File: src/hdl/assert_macros.svh
`ifndef ASSERT_MACROS_SVH
`define ASSERT_MACROS_SVH

// Same-cycle implication, gated by reset.
`define ASSERT_IMPLIES(label, clk, rst, ante, cons) \
   label: assert property (@(posedge clk) disable iff (rst) (ante) |-> (cons)) \
      else $error("assertion failed");

// Next-cycle implication, gated by reset.
`define ASSERT_NEXT(label, clk, rst, ante, cons) \
   label: assert property (@(posedge clk) disable iff (rst) (ante) |=> (cons)) \
      else $error("assertion failed");

`endif

File: src/hdl/ubds_pkg.sv
`default_nettype none
package ubds_pkg;

   localparam int CLK_W = 26;
   localparam int BAUD_W = 22;
   localparam int BQ_W = 16;
   localparam int RATIO_W = 6;
   localparam int DIVOUT_W = 13;

   localparam logic [9:0] KHZ_TO_HZ = 10'd1000;
   // floor(x/100) == (x * RECIP_100) >> RECIP_SHIFT for x below 2^22
   localparam logic [22:0] RECIP_100 = 23'd5368710;
   localparam int RECIP_SHIFT = 29;
   localparam logic [RATIO_W-1:0] MIN_RATIO = 6'd4;
   localparam logic [RATIO_W-1:0] BOTH_EDGE_LIMIT = 6'd9;
   localparam logic [DIVOUT_W-1:0] DIVISOR_MAX = 13'd8191;
   localparam int DIV_STEPS_PER_CYCLE = 2;
   localparam logic [3:0] DIV_LAST_CNT = 4'd12;

   typedef struct packed {
      logic [CLK_W-1:0]  clk_hz;
      logic [BAUD_W-1:0] baud;
      logic [BQ_W-1:0]   baud_div100;
   } item_type;

   typedef enum logic [2:0] {
      ST_IDLE,
      ST_MUL1,
      ST_DIV1,
      ST_MUL2,
      ST_DIV2,
      ST_EVAL,
      ST_DONE
   } state_type;

endpackage
`default_nettype wire

File: src/hdl/ubds_front.sv
`default_nettype none
module ubds_front (
   input  wire logic                 clock,
   input  wire logic                 reset,
   input  wire logic                 req_valid,
   output logic                      req_ready,
   input  wire logic [15:0]          req_clock_khz,
   input  wire logic [21:0]          req_target_baud,
   output logic                      push_valid,
   input  wire logic                 push_ready,
   output ubds_pkg::item_type        push_item
);

   logic               valid_ff;
   ubds_pkg::item_type item_ff;
   ubds_pkg::item_type item_in;
   logic [44:0]        bprod;

   assign req_ready = !valid_ff || push_ready;
   assign push_valid = valid_ff;
   assign push_item = item_ff;

   always_comb begin
      item_in.clk_hz = 26'(req_clock_khz) * 26'(ubds_pkg::KHZ_TO_HZ);
      item_in.baud = req_target_baud;
      bprod = 45'(req_target_baud) * 45'(ubds_pkg::RECIP_100);
      item_in.baud_div100 = bprod[44:ubds_pkg::RECIP_SHIFT];
   end

   always_ff @(posedge clock) begin
      if (reset) begin
         valid_ff <= 1'b0;
      end else if (req_ready) begin
         valid_ff <= req_valid;
      end
      if (req_valid && req_ready) begin
         item_ff <= item_in;
      end
   end

endmodule
`default_nettype wire

File: src/hdl/ubds_fifo.sv
`default_nettype none
module ubds_fifo (
   input  wire logic                clock,
   input  wire logic                reset,
   input  wire logic                push_valid,
   output logic                     push_ready,
   input  wire ubds_pkg::item_type  push_item,
   output logic                     pop_valid,
   input  wire logic                pop_ready,
   output ubds_pkg::item_type       pop_item
);

   ubds_pkg::item_type mem_ff [2];
   logic               wr_ff;
   logic               rd_ff;
   logic [1:0]         count_ff;
   logic               do_push;
   logic               do_pop;

   assign push_ready = (count_ff != 2'd2);
   assign pop_valid = (count_ff != 2'd0);
   assign pop_item = mem_ff[rd_ff];
   assign do_push = push_valid && push_ready;
   assign do_pop = pop_valid && pop_ready;

   always_ff @(posedge clock) begin
      if (reset) begin
         wr_ff <= 1'b0;
         rd_ff <= 1'b0;
         count_ff <= 2'd0;
      end else begin
         if (do_push) wr_ff <= !wr_ff;
         if (do_pop) rd_ff <= !rd_ff;
         if (do_push && !do_pop) count_ff <= count_ff + 2'd1;
         else if (do_pop && !do_push) count_ff <= count_ff - 2'd1;
      end
      if (do_push) begin
         mem_ff[wr_ff] <= push_item;
      end
   end

endmodule
`default_nettype wire

File: src/hdl/ubds_back.sv
`default_nettype none
module ubds_back #(
   parameter int MAX_OVERSAMPLE = 32
) (
   input  wire logic                clock,
   input  wire logic                reset,
   input  wire logic                pop_valid,
   output logic                     pop_ready,
   input  wire ubds_pkg::item_type  pop_item,
   output logic                     rsp_valid,
   input  wire logic                rsp_ready,
   output logic [5:0]               rsp_oversample_ratio,
   output logic [12:0]              rsp_baud_divisor,
   output logic                     rsp_both_edge,
   output logic                     rsp_config_ok
);

   localparam logic [5:0] RATIO_LAST = 6'(MAX_OVERSAMPLE);

   ubds_pkg::state_type state_ff, state_in;
   ubds_pkg::item_type  item_ff;
   logic [5:0]   ratio_ff;
   logic [26:0]  divisor_ff;
   logic [26:0]  rem_ff;
   logic [25:0]  quo_ff;
   logic [3:0]   cnt_ff;
   logic [25:0]  d_ff;
   logic         found_ff;
   logic [25:0]  best_err_ff;
   logic [5:0]   best_ratio_ff;
   logic [25:0]  best_div_ff;
   logic         rsp_valid_ff;
   logic [5:0]   ratio_out_ff;
   logic [12:0]  div_out_ff;
   logic         edge_out_ff;
   logic         ok_out_ff;

   logic [26:0]  rem_t;
   logic [25:0]  quo_t;
   logic [27:0]  trial;
   logic [25:0]  err;
   logic [17:0]  bound;
   logic         out_free;
   logic         div_done;

   assign pop_ready = (state_ff == ubds_pkg::ST_IDLE);
   assign rsp_valid = rsp_valid_ff;
   assign rsp_oversample_ratio = ratio_out_ff;
   assign rsp_baud_divisor = div_out_ff;
   assign rsp_both_edge = edge_out_ff;
   assign rsp_config_ok = ok_out_ff;
   assign out_free = !rsp_valid_ff || rsp_ready;
   assign div_done = (cnt_ff == 4'd0);

   // restoring divider, two quotient bits a cycle
   always_comb begin
      rem_t = rem_ff;
      quo_t = quo_ff;
      trial = '0;
      for (int i = 0; i < ubds_pkg::DIV_STEPS_PER_CYCLE; i++) begin
         trial = {rem_t, quo_t[25]};
         quo_t = {quo_t[24:0], 1'b0};
         if (trial >= {1'b0, divisor_ff}) begin
            rem_t = 27'(trial - {1'b0, divisor_ff});
            quo_t[0] = 1'b1;
         end else begin
            rem_t = trial[26:0];
         end
      end
   end

   always_comb begin
      if (quo_ff >= 26'(item_ff.baud)) err = quo_ff - 26'(item_ff.baud);
      else err = 26'(item_ff.baud) - quo_ff;
      bound = 18'({item_ff.baud_div100, 1'b0}) + 18'(item_ff.baud_div100);
   end

   always_comb begin
      state_in = state_ff;
      case (state_ff)
         ubds_pkg::ST_IDLE: begin
            if (pop_valid) begin
               state_in = (pop_item.baud == '0) ? ubds_pkg::ST_DONE : ubds_pkg::ST_MUL1;
            end
         end
         ubds_pkg::ST_MUL1: state_in = ubds_pkg::ST_DIV1;
         ubds_pkg::ST_DIV1: begin
            if (div_done) begin
               if (quo_t != '0) state_in = ubds_pkg::ST_MUL2;
               else if (ratio_ff == RATIO_LAST) state_in = ubds_pkg::ST_DONE;
               else state_in = ubds_pkg::ST_MUL1;
            end
         end
         ubds_pkg::ST_MUL2: state_in = ubds_pkg::ST_DIV2;
         ubds_pkg::ST_DIV2: if (div_done) state_in = ubds_pkg::ST_EVAL;
         ubds_pkg::ST_EVAL: begin
            state_in = (ratio_ff == RATIO_LAST) ? ubds_pkg::ST_DONE : ubds_pkg::ST_MUL1;
         end
         ubds_pkg::ST_DONE: if (out_free) state_in = ubds_pkg::ST_IDLE;
         default: state_in = ubds_pkg::ST_IDLE;
      endcase
   end

   always_ff @(posedge clock) begin
      if (reset) begin
         state_ff <= ubds_pkg::ST_IDLE;
      end else begin
         state_ff <= state_in;
      end
   end

   always_ff @(posedge clock) begin
      if (reset) begin
         rsp_valid_ff <= 1'b0;
      end else if (state_ff == ubds_pkg::ST_DONE && out_free) begin
         rsp_valid_ff <= 1'b1;
      end else if (rsp_ready) begin
         rsp_valid_ff <= 1'b0;
      end

      case (state_ff)
         ubds_pkg::ST_IDLE: begin
            item_ff <= pop_item;
            ratio_ff <= ubds_pkg::MIN_RATIO;
            found_ff <= 1'b0;
            best_err_ff <= '0;
            best_ratio_ff <= ubds_pkg::MIN_RATIO;
            best_div_ff <= '0;
         end
         ubds_pkg::ST_MUL1: begin
            divisor_ff <= 27'(item_ff.baud) * 27'(ratio_ff);
            rem_ff <= '0;
            quo_ff <= item_ff.clk_hz;
            cnt_ff <= ubds_pkg::DIV_LAST_CNT;
         end
         ubds_pkg::ST_DIV1: begin
            rem_ff <= rem_t;
            quo_ff <= quo_t;
            cnt_ff <= cnt_ff - 4'd1;
            if (div_done) begin
               d_ff <= quo_t;
               if (quo_t == '0) ratio_ff <= ratio_ff + 6'd1;
            end
         end
         ubds_pkg::ST_MUL2: begin
            divisor_ff <= 27'(d_ff * 26'(ratio_ff));
            rem_ff <= '0;
            quo_ff <= item_ff.clk_hz;
            cnt_ff <= ubds_pkg::DIV_LAST_CNT;
         end
         ubds_pkg::ST_DIV2: begin
            rem_ff <= rem_t;
            quo_ff <= quo_t;
            cnt_ff <= cnt_ff - 4'd1;
         end
         ubds_pkg::ST_EVAL: begin
            if (!found_ff || err <= best_err_ff) begin
               found_ff <= 1'b1;
               best_err_ff <= err;
               best_ratio_ff <= ratio_ff;
               best_div_ff <= d_ff;
            end
            ratio_ff <= ratio_ff + 6'd1;
         end
         ubds_pkg::ST_DONE: begin
            if (out_free) begin
               ratio_out_ff <= best_ratio_ff;
               edge_out_ff <= (best_ratio_ff < ubds_pkg::BOTH_EDGE_LIMIT);
               div_out_ff <= (best_div_ff > 26'(ubds_pkg::DIVISOR_MAX)) ?
                             ubds_pkg::DIVISOR_MAX : best_div_ff[12:0];
               ok_out_ff <= found_ff && (best_err_ff < 26'(bound)) &&
                            (best_div_ff <= 26'(ubds_pkg::DIVISOR_MAX));
            end
         end
         default: begin
         end
      endcase
   end

endmodule
`default_nettype wire

File: src/hdl/uart_baud_divisor_search_core.sv
// Per oversample ratio, the search runs a multiply and a division; a nonzero quotient
// adds a second multiply and division and a compare step.
// The shared divider bounds the response rate, while a 2-entry queue lets new requests land.
// Reset: synchronous, active high; clears handshake and sequencer state only.
`default_nettype none
`include "assert_macros.svh"
module uart_baud_divisor_search_core #(
   parameter int MAX_OVERSAMPLE = 32
) (
   input  wire logic          clock,
   input  wire logic          reset,
   input  wire logic          req_valid,
   output logic               req_ready,
   input  wire logic [15:0]   req_clock_khz,
   input  wire logic [21:0]   req_target_baud,
   output logic               rsp_valid,
   input  wire logic          rsp_ready,
   output logic [5:0]         rsp_oversample_ratio,
   output logic [12:0]        rsp_baud_divisor,
   output logic               rsp_both_edge,
   output logic               rsp_config_ok
);

   localparam logic [5:0] RATIO_MAX = 6'(MAX_OVERSAMPLE);

   logic               push_valid;
   logic               push_ready;
   ubds_pkg::item_type push_item;
   logic               pop_valid;
   logic               pop_ready;
   ubds_pkg::item_type pop_item;
   logic               ratio_in_range;
   logic               ratio_narrow;

   assign ratio_in_range = (rsp_oversample_ratio >= ubds_pkg::MIN_RATIO) &&
                           (rsp_oversample_ratio <= RATIO_MAX);
   assign ratio_narrow = (rsp_oversample_ratio < ubds_pkg::BOTH_EDGE_LIMIT);

   ubds_front u_front (
      .clock, .reset, .req_valid, .req_ready, .req_clock_khz, .req_target_baud,
      .push_valid, .push_ready, .push_item
   );

   ubds_fifo u_fifo (
      .clock, .reset, .push_valid, .push_ready, .push_item,
      .pop_valid, .pop_ready, .pop_item
   );

   ubds_back #(.MAX_OVERSAMPLE(MAX_OVERSAMPLE)) u_back (
      .clock, .reset, .pop_valid, .pop_ready, .pop_item,
      .rsp_valid, .rsp_ready, .rsp_oversample_ratio, .rsp_baud_divisor,
      .rsp_both_edge, .rsp_config_ok
   );

   `ASSERT_IMPLIES(a_ratio_range, clock, reset, rsp_valid, ratio_in_range)
   `ASSERT_IMPLIES(a_both_edge, clock, reset, rsp_valid, rsp_both_edge == ratio_narrow)
   `ASSERT_IMPLIES(a_ok_nonzero_div, clock, reset, rsp_valid && rsp_config_ok, rsp_baud_divisor != '0)
   `ASSERT_NEXT(a_rsp_hold, clock, reset, rsp_valid && !rsp_ready, rsp_valid && $stable(rsp_baud_divisor))

endmodule
`default_nettype wire
File: config.mk
export PLATFORM = sky130hd
export DESIGN_NAME = uart_baud_divisor_search_core
export DESIGN_NICKNAME = d
export VERILOG_FILES = /design/src/hdl/ubds_pkg.sv /design/src/hdl/ubds_front.sv /design/src/hdl/ubds_fifo.sv /design/src/hdl/ubds_back.sv /design/src/hdl/uart_baud_divisor_search_core.sv
export VERILOG_INCLUDE_DIRS = /design/src /design/src/hdl
export SDC_FILE = /design/constraint.sdc
export NUM_CORES = 2
export LEC_CHECK = 0
export ABC_AREA = 1
export BUFFER_PORTS_ARGS = -buffer_cell sky130_fd_sc_hd__clkbuf_2
export CORE_MARGIN = 3
export CORE_UTILIZATION = 32
export CTS_BUF_LIST = sky130_fd_sc_hd__clkbuf_16
export DETAILED_ROUTE_END_ITERATION = 10
export PLACE_DENSITY_LB_ADDON = 0.25
export SYNTH_ARGS = -nofsm -noshare
export SYNTH_HDL_FRONTEND = slang
export SYNTH_SLANG_ARGS = --single-unit
File: constraint.sdc
create_clock -name clock -period 14.1 [get_ports clock]
set_clock_uncertainty 0.1 [all_clocks]
set_input_delay 2.82 -clock clock [delete_from_list [all_inputs] [get_ports clock]]
set_output_delay 2.82 -clock clock [all_outputs]
set_load 0.03 [all_outputs]
==> results by group <==
Critical path
  – Worst EP required: 14.35 ns
  – Crit Path Category: in2reg
  – Cell mode on critical path: nand2_1
  – Critical-path maximum fanout: 9
  – Worst reg2reg setup slack: 7.97 ns
  – Crit. End Element: flop
  – CP Capture Point: u_front.push_item[14]$_DFFE_PP_
  – Crit path cell chain: clkbuf_2 -> ha_1 -> fa_1 -> fa_1 -> fa_1 -> inv_1 -> fa_1 -> inv_1 -> fa_1 -> fa_1 -> ha_1 -> a21oi_1 -> o21ai_0 -> or2_2 -> a21oi_1 -> nand2_1 -> nand2_1 -> nand2_1 -> nand2_1 -> nand2_1 -> nand2_1 -> nand2_1 -> nand2_1 -> nand2_1
  – Worst reg2reg path endpoint: u_back.best_div_ff[6]$_SDFFCE_PN0P_
  – CP bufs+invs: 3
  – Crit path max-delay family: adder cells
  – Critical path arrival: 8.34 ns
  – WP depth: 24
  – Startpoint Class: primary input
  – Crit-path slowest cell: fa_1
  – Crit. Startpoint: req_target_baud[13]
  – Max incr delay on CP: 0.57 ns
  – Register-to-Register Path Depth: 18
  – Worst r2r src: u_back.item_ff[37]$_DFFE_PP_

Run
  – Max-cap violation count: 0

Finish
  – Final design instance area without fill: 47700 um^2
  – Nets: 5759
  – Filler cells: 13800
  – Share of cells above drive strength 1: 0.0604
  – FF/Latch Area: 13400 um^2
  – Number of diodes: 0
  – Synth-to-Final Area Change: 9.60%
  – Area of the multi-input gates: 26200 um^2

Synth
  – Compound-cell area share of the yosys netlist: 0.0920
  – Top-area cell type share of the netlist area: 0.303
  – Top cells by area, synth: edfxtp_1, fa_1, ha_1, inv_1, nand2_1
  – Post-synth top area cell: edfxtp_1
  – Post-synthesis xor/xnor area fraction: 0.0296
  – Register area share after synthesis: 0.308
  – Yosys reg bits: 450
  – Synthesized Nets: 5695
  – Post-Syn Instances: 4732
  – Netlist Area Pre-Place: 43600 um^2
  – Yosys warns: 0
  – Unique masters post-synth: 68
  – Synth Flop Type: edfxtp_1
  – Post-synthesis mux area share: 0.0109
  – Synth Area in Simple Gates: 0.133
  – Adder-cell share of the synthesized area: 0.335
  – Share of synthesized registers carrying an async set or reset: 0
  – Largest family of logic cells by synthesized area: adder cells
  – Synthesized area per cell: 9.20 um^2
  – EDFF count, synth: 440

Timing
  – Max Freq: 0.124 GHz
  – Unrepaired setup endpoints after global routing: no
  – Hold WS: 0.344 ns
  – Final hold vios: 0
  – Rel. slew slack: 0.177
  – Setup TNS: 0 ns
  – Final setup fails: 0
  – Slew at the pin closest to its max-slew limit: 1.23 ns
  – Minimum clock period: 8.08 ns
  – Final period util: 0.573
  – Slew Limit Fails: 0

Global routing
  – Gr ovfl total: 0
  – Initial antenna violation count: 2
  – GRT Resource Usage Total: 0.169
  – First-pass GRT wire length: 187000 um
  – Number of global-route vias before repair: 32800
  – Largest net degree at the start of global routing: 65

Worst hold path
  – Worst Hold Class: reg2reg

Route
  – Drt pass-1 iters: 5
  – Post-DR wirelength/cell: 17.8 um
  – Routed wl met2: 55500 um
  – Uppermost layer routed: met4
  – Total wire length: 118000 um
  – Post-DRT Antenna Nets: 0
  – Met3 routed WL: 4040 um
  – Vias: 31700
  – Via/cell ratio: 4.80
  – DRC viols: 0
  – Met1 WL: 55300 um
  – Violation count after the first detailed-routing iteration: 1941

Floorplanning
  – Die Width: 375 um
  – Initial Util: 0.324
  – I/O pin count: 65
  – Core Area: 134000 um^2
  – Core Rows: 134
  – Die area: 141000 um^2
  – Die Y: 375 um

Clocking
  – Post-CTS Setup Bufs: 0
  – H-tree depth: 2
  – Bufs on Longest Clock Path: 3
  – Sink Count: 450
  – Clock-pin slew on the worst setup and hold paths: 0.06 ns
  – Post_cts resized: 0
  – Cts bufs inserted: 52
  – Hold_buf cts: 0
  – CTS tree: done
  – Clock root buffer: clkbuf_16
  – Clk_lat worst skew: 0.65 ns

Outcome
  – Status: completed

Placed design
  – Dpl cell area: 46000 um^2
  – Final estimated routing congestion in global placement: 0.916
  – Dpl hpwl: 96400 um
  – # port buffers: 64
flip-flops by register name, summed over array words and instances (netlist names), 2 cells and up, named ones only:
| register | flops |
|---|---|
| u_fifo.mem_ff | 122 |
| u_back.item_ff | 61 |
| u_front.push_item | 61 |
| u_back.divisor_ff | 27 |
| u_back.rem_ff | 27 |
| u_back.best_div_ff | 26 |
| u_back.best_err_ff | 26 |
| u_back.d_ff | 26 |
| u_back.quo_ff | 26 |
| u_back.rsp_baud_divisor | 13 |
| u_back.best_ratio_ff | 6 |
| u_back.ratio_ff | 6 |
| u_back.rsp_oversample_ratio | 6 |
| u_back.cnt_ff | 4 |
| u_back.state_ff | 3 |
| u_fifo.count_ff | 2 |
worst min path at each step:
| stage | start | end | depth (start not counted) |
|---|---|---|---|
| after floorplan | u_front.push_item[0]$_DFFE_PP_ | u_fifo.mem_ff[0][0]$_DFFE_PP_ | 0 |
| after global placement | u_front.push_item[3]$_DFFE_PP_ | u_fifo.mem_ff[1][3]$_DFFE_PP_ | 0 |
| after detailed placement | u_front.push_item[60]$_DFFE_PP_ | u_fifo.mem_ff[0][57]$_DFFE_PP_ | 0 |
| after CTS | u_front.push_item[60]$_DFFE_PP_ | u_fifo.mem_ff[0][57]$_DFFE_PP_ | 0 |
| after global routing | u_front.push_item[3]$_DFFE_PP_ | u_fifo.mem_ff[0][3]$_DFFE_PP_ | 0 |
| final | u_front.push_item[2]$_DFFE_PP_ | u_fifo.mem_ff[0][2]$_DFFE_PP_ | 0 |
placed cells by master, fill, tap and decap left out, types with 17 or more instances in the layout:
cell type,netlist,layout
nand4_1,31,31
inv_1,962,965
xnor2_1,39,39
a31oi_1,17,17
nor4_1,18,17
o21ai_1,25,25
o21bai_1,20,20
fa_1,406,406
nand2_1,877,877
buf_4,4,23
nand3_1,97,97
nor2_1,294,289
nor3_1,40,40
a21o_1,24,24
xor2_1,108,108
o21ai_0,219,218
clkbuf_16,0,54
a21oi_1,305,305
edfxtp_1,440,440
mux2_2,41,41
o21a_1,22,22
ha_1,515,515
clkbuf_2,3,64
worst register-to-register path: stages (launching register included):
cell and delay, ns:
edfxtp_1 0.72, ha_1 0.38, a21oi_1 0.35, o21ai_0 0.32
or2_0 0.30, a21oi_1 0.14, nand3_2 0.49, inv_2 0.55
nand2_1 0.10, nand2_1 0.08, xor2_1 0.30, inv_1 0.08
ha_1 0.28, nand2_1 0.07, or3_1 0.34, nor4_1 0.40
nor3_1 0.11, a22oi_2 0.18, buf_4 0.43
area by class of cell:
cell class | instances | share of cell area
repair buffers | 87 | 0.0103
multi-input cells | 3234 | 0.549
inverters | 971 | 0.0764
well taps | 1768 | 0.0463
clock inverters | 42 | 0.00910
clock buffers | 54 | 0.0283
flip-flops and latches | 450 | 0.281
layer usage:
metal / up-vias / track usage
li1: 15500 / -
met1: 15600 / 0.231
met2: 548 / 0.288
met3: 138 / 0.0146
met4: 0 / 0.0422
met5: - / 0
cells in the mapped netlist, types with 4 or more instances:
cell       instances
or2_2             13
buf_1             13
a21boi_0           7
o21bai_1          20
a31oi_1           17
o31ai_1            5
xor2_1           108
fa_1             406
o21ai_0          219
edfxtp_1         440
nand3_2            4
o221ai_1           5
inv_2              8
o21ai_1           25
nor3_1            40
nand4_1           31
xnor2_1           39
buf_2             12
o21a_1            22
nand2_2           16
nor2_1           294
mux2_2            41
inv_1            962
nor4_1            18
a211oi_1           4
a221oi_1           8
o2111ai_1          7
o21ai_2           10
nand3_1           97
o22ai_1            7
clkbuf_1          41
dfxtp_1           10
o211ai_1           9
a21oi_1          305
buf_4              4
ha_1             515
a21o_1            24
nand2_1          877
cell families (layout without fill, tap and decap cells):
kind of cell               Yosys count  in the layout
AOI/OAI and AO/OA                  712            712
xor gates and xnor gates           147            147
adders and majority gates          921            921
buffers and inverters             1048           1154
DFF                                450            450
muxes                               42             42
and+or+nand+nor                   1412           1412
through the flow:
stage | setup WS, ns | instances | utilization
floorplan | 6.02 | 4732 | -
global placement | 5.34 | 6510 | 0.342
detailed placement | 5.39 | 6510 | 0.342
CTS | 6.02 | 6606 | 0.355
global route | 5.68 | 6606 | 0.355
finish | 6.02 | 6606 | 0.355
Power is left out: the tool's default activity adds up to more than one toggle a clock period on the data nets, which glitch-free logic cannot reach.
